<file path="src/design/lpdq_pkg.sv">
// Package for the link port delay queues: widths, codes and the command
// structs shared between controller, datapath and queues. No dependencies.
package lpdq_pkg;

   localparam int QUEUE_DEPTH = 16;
   localparam int PTR_W       = $clog2(QUEUE_DEPTH);
   localparam int CNT_W       = $clog2(QUEUE_DEPTH + 1);

   localparam int TAG_W       = 16;
   localparam int SIZE_W      = 16;
   localparam int BASE_W      = 8;
   localparam int CD_W        = 10;
   localparam int STATUS_W    = 2;
   localparam int OUT_COUNT_W = 5;
   localparam int CSR_IDX_W   = 2;
   localparam int CSR_DATA_W  = 8;

   // size / 100 as (size * 5243) >> 19, exact for sizes up to 43698
   localparam int             RECIP_W   = 13;
   localparam logic [RECIP_W-1:0] DIV_RECIP = 13'd5243;
   localparam int             DIV_SHIFT = 19;
   localparam int             PROD_W    = SIZE_W + RECIP_W;

   localparam logic [BASE_W-1:0] RESET_BASE_DELAY = 8'd3;

   localparam logic DEST_LOCAL  = 1'b0;
   localparam logic DEST_REMOTE = 1'b1;

   typedef enum logic [1:0] {
      REQ_PUSH_IN  = 2'd0,
      REQ_PUSH_OUT = 2'd1,
      REQ_TICK     = 2'd2,
      REQ_POP_IN   = 2'd3
   } req_kind_type;

   typedef enum logic [STATUS_W-1:0] {
      STAT_OK            = 2'd0,
      STAT_FULL          = 2'd1,
      STAT_NONE_READY    = 2'd2,
      STAT_NOT_CONNECTED = 2'd3
   } status_type;

   typedef enum logic [CSR_IDX_W-1:0] {
      CSR_IN_BASE   = 2'd0,
      CSR_OUT_BASE  = 2'd1,
      CSR_CONNECTED = 2'd2
   } csr_index_type;

   typedef enum logic {
      ST_IDLE,
      ST_APPLY
   } ctrl_state_type;

   typedef struct packed {
      logic load;
      logic apply;
   } dp_cmd_type;

   typedef struct packed {
      logic push;
      logic pop;
      logic tick;
   } q_cmd_type;

endpackage

</file>
<file path="src/design/lpdq_req_if.sv">
// Request channel: one word per push, tick or pop.
// Depends on lpdq_pkg.
interface lpdq_req_if;
   import lpdq_pkg::*;
   logic              valid;
   logic              ready;
   logic [1:0]        req_type;
   logic [TAG_W-1:0]  msg_tag;
   logic [SIZE_W-1:0] msg_size;

   modport source (output valid, req_type, msg_tag, msg_size, input ready);
   modport sink   (input valid, req_type, msg_tag, msg_size, output ready);
endinterface

</file>
<file path="src/design/lpdq_rsp_if.sv">
// Response channel: one word per request.
// Depends on lpdq_pkg.
interface lpdq_rsp_if;
   import lpdq_pkg::*;
   logic                   valid;
   logic                   ready;
   logic [STATUS_W-1:0]    status;
   logic                   out_valid;
   logic                   out_dest;
   logic [TAG_W-1:0]       out_tag;
   logic [SIZE_W-1:0]      out_size;
   logic                   incoming_ready;
   logic [OUT_COUNT_W-1:0] outgoing_count;

   modport source (output valid, status, out_valid, out_dest, out_tag, out_size,
                   incoming_ready, outgoing_count, input ready);
   modport sink   (input valid, status, out_valid, out_dest, out_tag, out_size,
                   incoming_ready, outgoing_count, output ready);
endinterface

</file>
<file path="src/design/lpdq_csr_if.sv">
// Configuration write channel: register index and write data.
// Depends on lpdq_pkg.
interface lpdq_csr_if;
   import lpdq_pkg::*;
   logic                  valid;
   logic                  ready;
   logic [CSR_IDX_W-1:0]  index;
   logic [CSR_DATA_W-1:0] data;

   modport source (output valid, index, data, input ready);
   modport sink   (input valid, index, data, output ready);
endinterface

</file>
<file path="src/design/lpdq_queue.sv">
// One FIFO of message entries with a per-entry countdown; all countdowns
// decrement in parallel on a tick. Depends on lpdq_pkg.
module lpdq_queue
   import lpdq_pkg::*;
(
   input  logic              clock,
   input  logic              reset,
   input  q_cmd_type         cmd,
   input  logic [TAG_W-1:0]  push_tag,
   input  logic [SIZE_W-1:0] push_size,
   input  logic [CD_W-1:0]   push_cd,
   output logic [TAG_W-1:0]  head_tag,
   output logic [SIZE_W-1:0] head_size,
   output logic              head_due,
   output logic              full,
   output logic [CNT_W-1:0]  count_after,
   output logic              due_after
);

   localparam int SUM_W = CNT_W + 1;

   logic [TAG_W-1:0]  tag_ff  [QUEUE_DEPTH];
   logic [SIZE_W-1:0] size_ff [QUEUE_DEPTH];
   logic [CD_W-1:0]   cd_ff   [QUEUE_DEPTH];
   logic [CD_W-1:0]   cd_in   [QUEUE_DEPTH];
   logic [PTR_W-1:0]  head_ff, head_in, next_head, tail;
   logic [CNT_W-1:0]  count_ff, count_in;
   logic [SUM_W-1:0]  tail_sum;
   logic              do_push;

   assign full      = (count_ff == CNT_W'(QUEUE_DEPTH));
   assign do_push   = cmd.push && !full;
   assign tail_sum  = SUM_W'(head_ff) + SUM_W'(count_ff);
   assign tail      = (tail_sum >= SUM_W'(QUEUE_DEPTH)) ?
                      PTR_W'(tail_sum - SUM_W'(QUEUE_DEPTH)) : PTR_W'(tail_sum);
   assign next_head = (head_ff == PTR_W'(QUEUE_DEPTH - 1)) ? '0 : head_ff + 1'b1;

   assign head_tag  = tag_ff[head_ff];
   assign head_size = size_ff[head_ff];
   assign head_due  = (count_ff != '0) && (cd_ff[head_ff] == '0);

   always_comb begin
      head_in  = head_ff;
      count_in = count_ff;
      for (int i = 0; i < QUEUE_DEPTH; i++) begin
         cd_in[i] = cd_ff[i];
         if (cmd.tick && cd_ff[i] != '0) begin
            cd_in[i] = cd_ff[i] - 1'b1;
         end
      end
      if (do_push) begin
         cd_in[tail] = push_cd;
         count_in    = count_ff + 1'b1;
      end
      if (cmd.pop) begin
         head_in  = next_head;
         count_in = count_ff - 1'b1;
      end
   end

   assign count_after = count_in;
   assign due_after   = (count_in != '0) && (cd_in[head_in] == '0);

   always_ff @(posedge clock) begin
      if (reset) begin
         head_ff  <= '0;
         count_ff <= '0;
      end else begin
         head_ff  <= head_in;
         count_ff <= count_in;
      end
   end

   always_ff @(posedge clock) begin
      for (int i = 0; i < QUEUE_DEPTH; i++) begin
         cd_ff[i] <= cd_in[i];
      end
      if (do_push) begin
         tag_ff[tail]  <= push_tag;
         size_ff[tail] <= push_size;
      end
   end

endmodule

</file>
<file path="src/design/lpdq_ctrl.sv">
// Controller: accepts a request word, waits for a free response slot,
// then commands the datapath to apply it. Depends on lpdq_pkg.
module lpdq_ctrl
   import lpdq_pkg::*;
(
   input  logic       clock,
   input  logic       reset,
   input  logic       req_valid,
   output logic       req_ready,
   output logic       rsp_valid,
   input  logic       rsp_ready,
   output dp_cmd_type cmd
);

   ctrl_state_type state_ff, state_in;
   logic           rsp_valid_ff, rsp_valid_in;
   logic           slot_free;

   assign slot_free = !rsp_valid_ff || rsp_ready;
   assign rsp_valid = rsp_valid_ff;

   always_ff @(posedge clock) begin
      if (reset) begin
         state_ff     <= ST_IDLE;
         rsp_valid_ff <= 1'b0;
      end else begin
         state_ff     <= state_in;
         rsp_valid_ff <= rsp_valid_in;
      end
   end

   always_comb begin
      state_in     = state_ff;
      cmd          = '0;
      req_ready    = 1'b0;
      rsp_valid_in = rsp_valid_ff && !rsp_ready;
      unique case (state_ff)
         ST_IDLE: begin
            req_ready = 1'b1;
            if (req_valid) begin
               cmd.load = 1'b1;
               state_in = ST_APPLY;
            end
         end
         ST_APPLY: begin
            if (slot_free) begin
               cmd.apply    = 1'b1;
               rsp_valid_in = 1'b1;
               state_in     = ST_IDLE;
            end
         end
         default: state_in = ST_IDLE;
      endcase
   end

   a_apply_needs_slot: assert property (@(posedge clock) disable iff (reset)
      cmd.apply |-> (!rsp_valid_ff || rsp_ready))
      else $error("apply while response slot occupied");

   a_load_then_apply: assert property (@(posedge clock) disable iff (reset)
      cmd.load |=> (state_ff == ST_APPLY))
      else $error("accepted word not followed by apply state");

   a_rsp_from_apply: assert property (@(posedge clock) disable iff (reset)
      $rose(rsp_valid_ff) |-> $past(cmd.apply))
      else $error("response raised without an applied request");

   a_no_load_busy: assert property (@(posedge clock) disable iff (reset)
      (state_ff == ST_APPLY) |-> !req_ready)
      else $error("request accepted while a request is pending");

endmodule

</file>
<file path="src/design/lpdq_datapath.sv">
// Datapath: config registers, request latch with size/100 multiply,
// both delay queues and the response register. Depends on lpdq_pkg, lpdq_queue.
module lpdq_datapath
   import lpdq_pkg::*;
(
   input  logic                   clock,
   input  logic                   reset,
   input  dp_cmd_type             cmd,
   input  logic                   csr_write,
   input  logic [CSR_IDX_W-1:0]   csr_index,
   input  logic [CSR_DATA_W-1:0]  csr_data,
   input  logic [1:0]             req_type,
   input  logic [TAG_W-1:0]       msg_tag,
   input  logic [SIZE_W-1:0]      msg_size,
   output logic [STATUS_W-1:0]    status,
   output logic                   out_valid,
   output logic                   out_dest,
   output logic [TAG_W-1:0]       out_tag,
   output logic [SIZE_W-1:0]      out_size,
   output logic                   incoming_ready,
   output logic [OUT_COUNT_W-1:0] outgoing_count
);

   logic [BASE_W-1:0] in_base_ff, out_base_ff;
   logic              connected_ff;

   req_kind_type      op_ff;
   logic [TAG_W-1:0]  tag_ff;
   logic [SIZE_W-1:0] size_ff;
   logic [PROD_W-1:0] prod_ff;
   logic [CD_W-1:0]   quot, in_cd, out_cd;

   q_cmd_type         in_cmd, out_cmd;
   logic [TAG_W-1:0]  in_head_tag, out_head_tag;
   logic [SIZE_W-1:0] in_head_size, out_head_size;
   logic              in_head_due, out_head_due, in_full, out_full;
   logic              in_due_after, out_due_after;
   logic [CNT_W-1:0]  in_count_after, out_count_after;

   status_type        status_in;
   logic              valid_in, dest_in;
   logic [TAG_W-1:0]  tag_in;
   logic [SIZE_W-1:0] size_in;

   logic [STATUS_W-1:0]    status_ff;
   logic                   out_valid_ff, out_dest_ff, incoming_ready_ff;
   logic [TAG_W-1:0]       out_tag_ff;
   logic [SIZE_W-1:0]      out_size_ff;
   logic [OUT_COUNT_W-1:0] outgoing_count_ff;

   always_ff @(posedge clock) begin
      if (reset) begin
         in_base_ff   <= RESET_BASE_DELAY;
         out_base_ff  <= RESET_BASE_DELAY;
         connected_ff <= 1'b0;
      end else if (csr_write) begin
         unique case (csr_index)
            CSR_IN_BASE:   in_base_ff   <= BASE_W'(csr_data);
            CSR_OUT_BASE:  out_base_ff  <= BASE_W'(csr_data);
            CSR_CONNECTED: connected_ff <= csr_data[0];
            default: ;
         endcase
      end
   end

   always_ff @(posedge clock) begin
      if (cmd.load) begin
         op_ff   <= req_kind_type'(req_type);
         tag_ff  <= msg_tag;
         size_ff <= msg_size;
         prod_ff <= PROD_W'(msg_size) * PROD_W'(DIV_RECIP);
      end
   end

   assign quot   = prod_ff[DIV_SHIFT +: CD_W];
   assign in_cd  = CD_W'(in_base_ff) + quot;
   assign out_cd = CD_W'(out_base_ff) + quot;

   always_comb begin
      in_cmd    = '0;
      out_cmd   = '0;
      status_in = STAT_OK;
      valid_in  = 1'b0;
      dest_in   = DEST_LOCAL;
      tag_in    = '0;
      size_in   = '0;
      if (cmd.apply) begin
         unique case (op_ff)
            REQ_PUSH_IN: begin
               in_cmd.push = 1'b1;
               if (in_full) status_in = STAT_FULL;
            end
            REQ_PUSH_OUT: begin
               out_cmd.push = 1'b1;
               if (out_full) status_in = STAT_FULL;
            end
            REQ_TICK: begin
               in_cmd.tick  = 1'b1;
               out_cmd.tick = 1'b1;
               if (out_head_due) begin
                  if (connected_ff) begin
                     out_cmd.pop = 1'b1;
                     valid_in    = 1'b1;
                     dest_in     = DEST_REMOTE;
                     tag_in      = out_head_tag;
                     size_in     = out_head_size;
                  end else begin
                     status_in = STAT_NOT_CONNECTED;
                  end
               end
            end
            REQ_POP_IN: begin
               if (in_head_due) begin
                  in_cmd.pop = 1'b1;
                  valid_in   = 1'b1;
                  dest_in    = DEST_LOCAL;
                  tag_in     = in_head_tag;
                  size_in    = in_head_size;
               end else begin
                  status_in = STAT_NONE_READY;
               end
            end
            default: ;
         endcase
      end
   end

   lpdq_queue u_in_queue (
      .clock       (clock),
      .reset       (reset),
      .cmd         (in_cmd),
      .push_tag    (tag_ff),
      .push_size   (size_ff),
      .push_cd     (in_cd),
      .head_tag    (in_head_tag),
      .head_size   (in_head_size),
      .head_due    (in_head_due),
      .full        (in_full),
      .count_after (in_count_after),
      .due_after   (in_due_after)
   );

   lpdq_queue u_out_queue (
      .clock       (clock),
      .reset       (reset),
      .cmd         (out_cmd),
      .push_tag    (tag_ff),
      .push_size   (size_ff),
      .push_cd     (out_cd),
      .head_tag    (out_head_tag),
      .head_size   (out_head_size),
      .head_due    (out_head_due),
      .full        (out_full),
      .count_after (out_count_after),
      .due_after   (out_due_after)
   );

   always_ff @(posedge clock) begin
      if (cmd.apply) begin
         status_ff         <= status_in;
         out_valid_ff      <= valid_in;
         out_dest_ff       <= dest_in;
         out_tag_ff        <= tag_in;
         out_size_ff       <= size_in;
         incoming_ready_ff <= in_due_after;
         outgoing_count_ff <= OUT_COUNT_W'(out_count_after);
      end
   end

   assign status         = status_ff;
   assign out_valid      = out_valid_ff;
   assign out_dest       = out_dest_ff;
   assign out_tag        = out_tag_ff;
   assign out_size       = out_size_ff;
   assign incoming_ready = incoming_ready_ff;
   assign outgoing_count = outgoing_count_ff;

   a_in_count_bound: assert property (@(posedge clock) disable iff (reset)
      in_count_after <= CNT_W'(QUEUE_DEPTH))
      else $error("incoming queue count beyond depth");

   a_out_due_held: assert property (@(posedge clock) disable iff (reset)
      out_due_after |-> (out_count_after != '0))
      else $error("outgoing head due while queue empty");

   a_leave_is_ok: assert property (@(posedge clock) disable iff (reset)
      (cmd.apply && valid_in) |-> (status_in == STAT_OK))
      else $error("leaving word with non-ok status");

endmodule

</file>
<file path="src/design/link_port_delay_queues.sv">
// Link port with incoming and outgoing delay queues of message handles.
// Depends on lpdq_pkg, the three channel interfaces, lpdq_ctrl, lpdq_datapath.
//
// Channels: req_port carries one word per operation (push incoming, push
// outgoing, tick, pop incoming) with tag and byte size; rsp_port returns
// exactly one word per request with status, the leaving message if any,
// the incoming-ready flag and the outgoing fill after the operation.
// csr_port writes incoming base delay, outgoing base delay and the remote
// connected flag; it is always ready. The user must write it only while
// idle; the block itself does not enforce this. Each pushed entry counts
// down base delay + size/100 ticks. A new request is accepted only once
// the previous one is applied: the load step registers the size/100
// reciprocal multiply, the apply step updates the queues and loads the
// response register. Countdowns of all entries drop in parallel.
// Reset: both queues empty, base delays 3, remote disconnected, no response.
// Stall: while a response waits, one more request is accepted and held in
// the apply stage until the response register frees up.
module link_port_delay_queues
   import lpdq_pkg::*;
(
   input  logic      clock,
   input  logic      reset,
   lpdq_req_if.sink   req_port,
   lpdq_rsp_if.source rsp_port,
   lpdq_csr_if.sink   csr_port
);

   dp_cmd_type cmd;

   assign csr_port.ready = 1'b1;

   lpdq_ctrl u_ctrl (
      .clock     (clock),
      .reset     (reset),
      .req_valid (req_port.valid),
      .req_ready (req_port.ready),
      .rsp_valid (rsp_port.valid),
      .rsp_ready (rsp_port.ready),
      .cmd       (cmd)
   );

   lpdq_datapath u_datapath (
      .clock          (clock),
      .reset          (reset),
      .cmd            (cmd),
      .csr_write      (csr_port.valid),
      .csr_index      (csr_port.index),
      .csr_data       (csr_port.data),
      .req_type       (req_port.req_type),
      .msg_tag        (req_port.msg_tag),
      .msg_size       (req_port.msg_size),
      .status         (rsp_port.status),
      .out_valid      (rsp_port.out_valid),
      .out_dest       (rsp_port.out_dest),
      .out_tag        (rsp_port.out_tag),
      .out_size       (rsp_port.out_size),
      .incoming_ready (rsp_port.incoming_ready),
      .outgoing_count (rsp_port.outgoing_count)
   );

endmodule

</file>
<file path="src/flat_wrapper.sv">
// flat-port wrapper written by rule: the top's interface ports become plain ports
module link_port_delay_queues_flat import lpdq_pkg::*;
  (clock, reset, req_port_valid, req_port_req_type, req_port_msg_tag, req_port_msg_size, req_port_ready, rsp_port_valid, rsp_port_status, rsp_port_out_valid, rsp_port_out_dest, rsp_port_out_tag, rsp_port_out_size, rsp_port_incoming_ready, rsp_port_outgoing_count, rsp_port_ready, csr_port_valid, csr_port_index, csr_port_data, csr_port_ready);
  lpdq_req_if req_port_i ();
  lpdq_rsp_if rsp_port_i ();
  lpdq_csr_if csr_port_i ();
  input  logic clock;
  input  logic reset;
  input wire logic [$bits(req_port_i.valid)-1:0] req_port_valid;
  input wire logic [$bits(req_port_i.req_type)-1:0] req_port_req_type;
  input wire logic [$bits(req_port_i.msg_tag)-1:0] req_port_msg_tag;
  input wire logic [$bits(req_port_i.msg_size)-1:0] req_port_msg_size;
  output wire logic [$bits(req_port_i.ready)-1:0] req_port_ready;
  output wire logic [$bits(rsp_port_i.valid)-1:0] rsp_port_valid;
  output wire logic [$bits(rsp_port_i.status)-1:0] rsp_port_status;
  output wire logic [$bits(rsp_port_i.out_valid)-1:0] rsp_port_out_valid;
  output wire logic [$bits(rsp_port_i.out_dest)-1:0] rsp_port_out_dest;
  output wire logic [$bits(rsp_port_i.out_tag)-1:0] rsp_port_out_tag;
  output wire logic [$bits(rsp_port_i.out_size)-1:0] rsp_port_out_size;
  output wire logic [$bits(rsp_port_i.incoming_ready)-1:0] rsp_port_incoming_ready;
  output wire logic [$bits(rsp_port_i.outgoing_count)-1:0] rsp_port_outgoing_count;
  input wire logic [$bits(rsp_port_i.ready)-1:0] rsp_port_ready;
  input wire logic [$bits(csr_port_i.valid)-1:0] csr_port_valid;
  input wire logic [$bits(csr_port_i.index)-1:0] csr_port_index;
  input wire logic [$bits(csr_port_i.data)-1:0] csr_port_data;
  output wire logic [$bits(csr_port_i.ready)-1:0] csr_port_ready;
  assign req_port_i.valid = req_port_valid;
  assign req_port_i.req_type = req_port_req_type;
  assign req_port_i.msg_tag = req_port_msg_tag;
  assign req_port_i.msg_size = req_port_msg_size;
  assign req_port_ready = req_port_i.ready;
  assign rsp_port_valid = rsp_port_i.valid;
  assign rsp_port_status = rsp_port_i.status;
  assign rsp_port_out_valid = rsp_port_i.out_valid;
  assign rsp_port_out_dest = rsp_port_i.out_dest;
  assign rsp_port_out_tag = rsp_port_i.out_tag;
  assign rsp_port_out_size = rsp_port_i.out_size;
  assign rsp_port_incoming_ready = rsp_port_i.incoming_ready;
  assign rsp_port_outgoing_count = rsp_port_i.outgoing_count;
  assign rsp_port_i.ready = rsp_port_ready;
  assign csr_port_i.valid = csr_port_valid;
  assign csr_port_i.index = csr_port_index;
  assign csr_port_i.data = csr_port_data;
  assign csr_port_ready = csr_port_i.ready;
  link_port_delay_queues u_core (.clock(clock), .reset(reset), .req_port(req_port_i), .rsp_port(rsp_port_i), .csr_port(csr_port_i));
endmodule
</file>
<file path="config.mk">
export PLATFORM = sky130hd
export DESIGN_NAME = link_port_delay_queues_flat
export DESIGN_NICKNAME = d
export VERILOG_FILES = /design/src/design/lpdq_pkg.sv /design/src/design/lpdq_req_if.sv /design/src/design/lpdq_rsp_if.sv /design/src/design/lpdq_csr_if.sv /design/src/design/lpdq_queue.sv /design/src/design/lpdq_ctrl.sv /design/src/design/lpdq_datapath.sv /design/src/design/link_port_delay_queues.sv /design/src/flat_wrapper.sv
export SDC_FILE = /design/constraint.sdc
export NUM_CORES = 2
export LEC_CHECK = 0
export ABC_AREA = 1
export BUFFER_PORTS_ARGS = -buffer_cell sky130_fd_sc_hd__buf_2
export CORE_MARGIN = 2
export CORE_UTILIZATION = 50
export DETAILED_ROUTE_END_ITERATION = 7
export PLACE_DENSITY_LB_ADDON = 0.12
export SLEW_MARGIN = 20
export SYNTH_ARGS = -nofsm -noshare
export SYNTH_HDL_FRONTEND = slang
export SYNTH_SLANG_ARGS = --single-unit
export TNS_END_PERCENT = 10
</file>
<file path="constraint.sdc">
create_clock -name clock -period 5.3 [get_ports clock]
set_input_delay 0.53 -clock clock [delete_from_list [all_inputs] [get_ports clock]]
set_output_delay 0.53 -clock clock [all_outputs]
set_load 0.01 [all_outputs]
</file>
==> key figures <==
Status
  – Status: completed

Pwr
  – Sequential power share: around 43%
  – Psw: ~11000 µW
  – Clock share of power: between 30% and 40%
  – Switching portion of total power: roughly 33%
  – Peak supply drop: 427 µV
  – Pwr Density: about 450 mW/mm²
  – Combinational group share of total power: 24.8%
  – Int Pwr: between 20000 and 25000 µW
  – Leak Pwr: approximately 0.03 µW

Logic synthesis
  – Top post-synthesis cells by count: 1166 x nand2_1, 1110 x edfxtp_1, 870 x nor2_1, 660 x inv_1, 647 x o21ai_0
  – Sequential fraction of the synthesis area: slightly below 60%
  – Yosys top cell by area: edfxtp_1
  – Mux cell area share after synthesis: 0.0163%
  – Main synth FF type: edfxtp_1
  – Post-synthesis register bit count: 1471
  – Most frequent cell after synthesis: nand2_1
  – Simple-gate area share of the yosys netlist: 15.4%
  – Largest family of logic cells by synthesized area: simple AND/OR/NAND/NOR gates
  – Share of the synthesized area in the top cell type: about half
  – Post-Synth XOR/XNOR Area: ~2.4%
  – Gate Count Post-Synth: 6924
  – Yosys cell types: 65
  – Async SR Flop Fraction: 0%
  – Syn. warnings: 0
  – Number of flops mapped to enable cells by yosys: 1110
  – Synthesized cell area: just under 0.07 mm²
  – Adder-Cell Fraction of Synth Area: 5.27%
  – Syn nets: 7216
  – Synth top area cells: edfxtp_1 48%, dfxtp_1 10%, nand2_1 6.3%, nor2_1 4.7%, o21ai_0 4.7%
  – Complex-gate fraction of the synthesized area: between 10% and 20%
  – Syn Area/Cell: between 9 and 10 µm²

Drt
  – Via count: around 51000
  – Average wire per cell in the routed design: ~22 µm
  – Vias per inst: ~5.7
  – 1st-iter DRT viols: about 5500
  – First-pass detailed-route iteration total: 6
  – Post-route DRC: 0
  – Post-DRT Antenna Nets: 0
  – WL final: 198 mm

Die
  – Die width: ~380 µm
  – Core area: between 0.1 and 0.15 mm²
  – Die area: between 0.1 and 0.15 mm²
  – Starting Density: between 50% and 60%
  – FP Rows: roughly 140
  – I/O Pins: 94
  – Die height: 375 µm

Worst setup path
  – CP max stage delay: 0.53 ns
  – Req. time, crit path: roughly 5.8 ns
  – Critical Path, Cell by Cell: dlygate4sd3_1 -> buf_2 -> inv_1 -> fa_1 -> inv_1 -> ha_1 -> fa_1 -> ha_1 -> fa_1 -> ha_1 -> nand2_1 -> o21ai_0 -> nand3_1 -> nand2_1 -> nand3_1 -> o21ai_0 -> nand3_1 -> nand3b_1 -> a31oi_1 -> xor2_1
  – Critical Path Source Type: input pin
  – Reg2Reg Depth: 18
  – WP depth: 20
  – Critical path's top delay family: adder cells
  – Worst-path fanout max: 5
  – Crit path buffers/inverters: 4
  – CP max-delay cell: dlygate4sd3_1
  – CP Class: input pin to flip-flop
  – Worst path arrival time: 5.31 ns
  – Critical Path End Type: flip-flop

Clock tree
  – Clock sink count: 1471
  – Root Buffer: clkbuf_16
  – H-tree depth: 4
  – Post-CTS resize count: 0
  – Total CTS buffers: around 160
  – Max Root-Sink Buffers: 3
  – CTS tree: built
  – Worst-Skew Late Latency: between 0.7 and 0.8 ns
  – Clock transition at path regs: roughly 0.06 ns
  – Setup bufs post-CTS: 0
  – Hold buffer count at CTS: 20

Global routing
  – Largest net degree at the start of global routing: ~220
  – Vias in the first global route: roughly 50000
  – Initial antenna violation count: 10
  – First-pass GRT wire length: 296 mm
  – Grt total ovfl: 0
  – Total Routing Usage GR: roughly 28%

Final layout
  – Post-layout nets: between 7000 and 8000
  – Share of layout cells above drive strength 1: under 10%
  – Final instance area: 0.0769 mm²
  – FILL cells: between 10000 and 15000
  – Synth-to-layout area growth: 11.6%

STA
  – Fin crit share: between 90% and 100%
  – Fmax: approximately 210 MHz
  – Max-slew violations: 0
  – Clock Skew: between 0.03 and 0.04 ns
  – Final setup fails: 0
  – Fin crit period: 4.78 ns
  – RSZ-0062 raised after global routing: false
  – Fin Setup TNS: 0 ns
  – Worst slew pin tran: about 1.2 ns
  – Max-slew headroom: a little under a quarter
  – Final Hold Vio Count: 0

Flow run
  – Max_cap viols: 0

Placed design
  – Placed cell area: between 0.07 and 0.08 mm²
  – RePlAce Congestion: between 0.9 and 1
  – Post-DP HPWL: between 100 and 150 mm
  – # port buffers: 92

Worst hold path
  – Hold WC Path Type: input pin to flip-flop
  – Hold Path Depth: 1
## placed cells by master, fill, tap and decap left out, types with 73 or more instances in the layout
cell type	count
buf_2	92
inv_1	641
nand3_1	263
nand2_1	1166
nor2_1	861
dfxtp_1	354
a21oi_1	297
edfxtp_1	1110
o22ai_1	157
buf_4	107
xor2_1	153
a221oi_1	82
ha_1	164
nor3_1	110
o21ai_0	647
clkbuf_16	160
a31oi_1	73
fa_1	79
## sequential cells by signal (all words and copies together), names as in the netlist, 4 cells and up, named ones only
register and cells:
u_core.u_datapath.u_out_queue.size_ff 256, u_core.u_datapath.prod_ff 10, u_core.u_datapath.out_tag 16, u_core.u_datapath.tag_ff 16
u_core.u_datapath.u_out_queue.cd_ff 160, u_core.u_datapath.out_base_ff 8, u_core.u_datapath.u_in_queue.tag_ff 256, u_core.u_datapath.size_ff 16
u_core.u_datapath.u_in_queue.head_ff 4, u_core.u_datapath.u_out_queue.count_ff 5, u_core.u_datapath.u_out_queue.tag_ff 256, u_core.u_datapath.out_size 16
u_core.u_datapath.outgoing_count 5, u_core.u_datapath.u_in_queue.count_ff 5, u_core.u_datapath.u_out_queue.head_ff 4, u_core.u_datapath.in_base_ff 8
u_core.u_datapath.u_in_queue.cd_ff 160, u_core.u_datapath.u_in_queue.size_ff 256
## cell type report
cell class	instances	area (µm²)	share of cell area, %
flip-flops and latches	1471	40600	52.7
multi-input cells	4470	24700	32.1
clock buffers	196	4250	5.52
inverters	687	2610	3.39
well taps	1794	2240	2.92
repair buffers	231	1660	2.16
clock inverters	91	898	1.17
diodes	1	2.50	0.00325
## power by group through the flow
stage                     sequential, µW  clock, µW  combinational [µW]
after detailed placement           14900          0                8370
after floorplan                    14600          0                5700
after global placement             14900          0                8230
final                              14700      11100                8500
after CTS                          14700      11200                8430
after global routing               14800      11700                9540
## final timing paths
kind                                                      start                                                 to  slack (ns)
max                                        req_port_msg_size[2]            u_core.u_datapath.prod_ff[26]$_DFFE_PP_        0.52
min                                        req_port_msg_size[5]             u_core.u_datapath.size_ff[5]$_DFFE_PP_        0.06
max reg2reg  u_core.u_datapath.u_in_queue.head_ff[1]$_SDFF_PP0_         u_core.u_datapath.incoming_ready$_DFFE_PP_        1.11
min reg2reg   u_core.u_datapath.u_out_queue.cd_ff[2][0]$_DFF_P_  u_core.u_datapath.u_out_queue.cd_ff[2][0]$_DFF_P_        0.48
## kinds of logic (layout without fill, tap and decap cells)
logic type,after synthesis,count (layout)
adders and majority gates,243,243
buffers and inverters,983,1205
AOI/OAI and AO/OA,1473,1473
muxes,1,1
DFF,1471,1471
and+or+nand+nor,2563,2563
xor gates and xnor gates,189,189
other,1,2
## layer usage
layer,up-vias,GRT usage (%),wire length (µm)
met2,1856,44.0,90100
met1,24900,39.3,88800
li1,24300,-,-
met3,320,4.09,14000
met5,-,0,70
met4,12,7.95,5120
## through the flow
| stage | setup slack [ns] | total power, µW | cells | utilization [%] | hold WS [ns] |
|---|---|---|---|---|---|
| floorplan | 0.711 | 20300 | 6924 | - | 0.435 |
| global placement | 0.0139 | 23100 | 8624 | 52.1 | 0.457 |
| detailed placement | 0.0183 | 23300 | 8624 | 52.1 | 0.463 |
| CTS | 0.568 | 34300 | 8931 | 56.0 | 0.00301 |
| global route | 0.316 | 36100 | 8941 | 56.1 | 0.0156 |
| finish | 0.521 | 34300 | 8941 | 56.1 | 0.0550 |
Power figures use the tool's default switching activity.
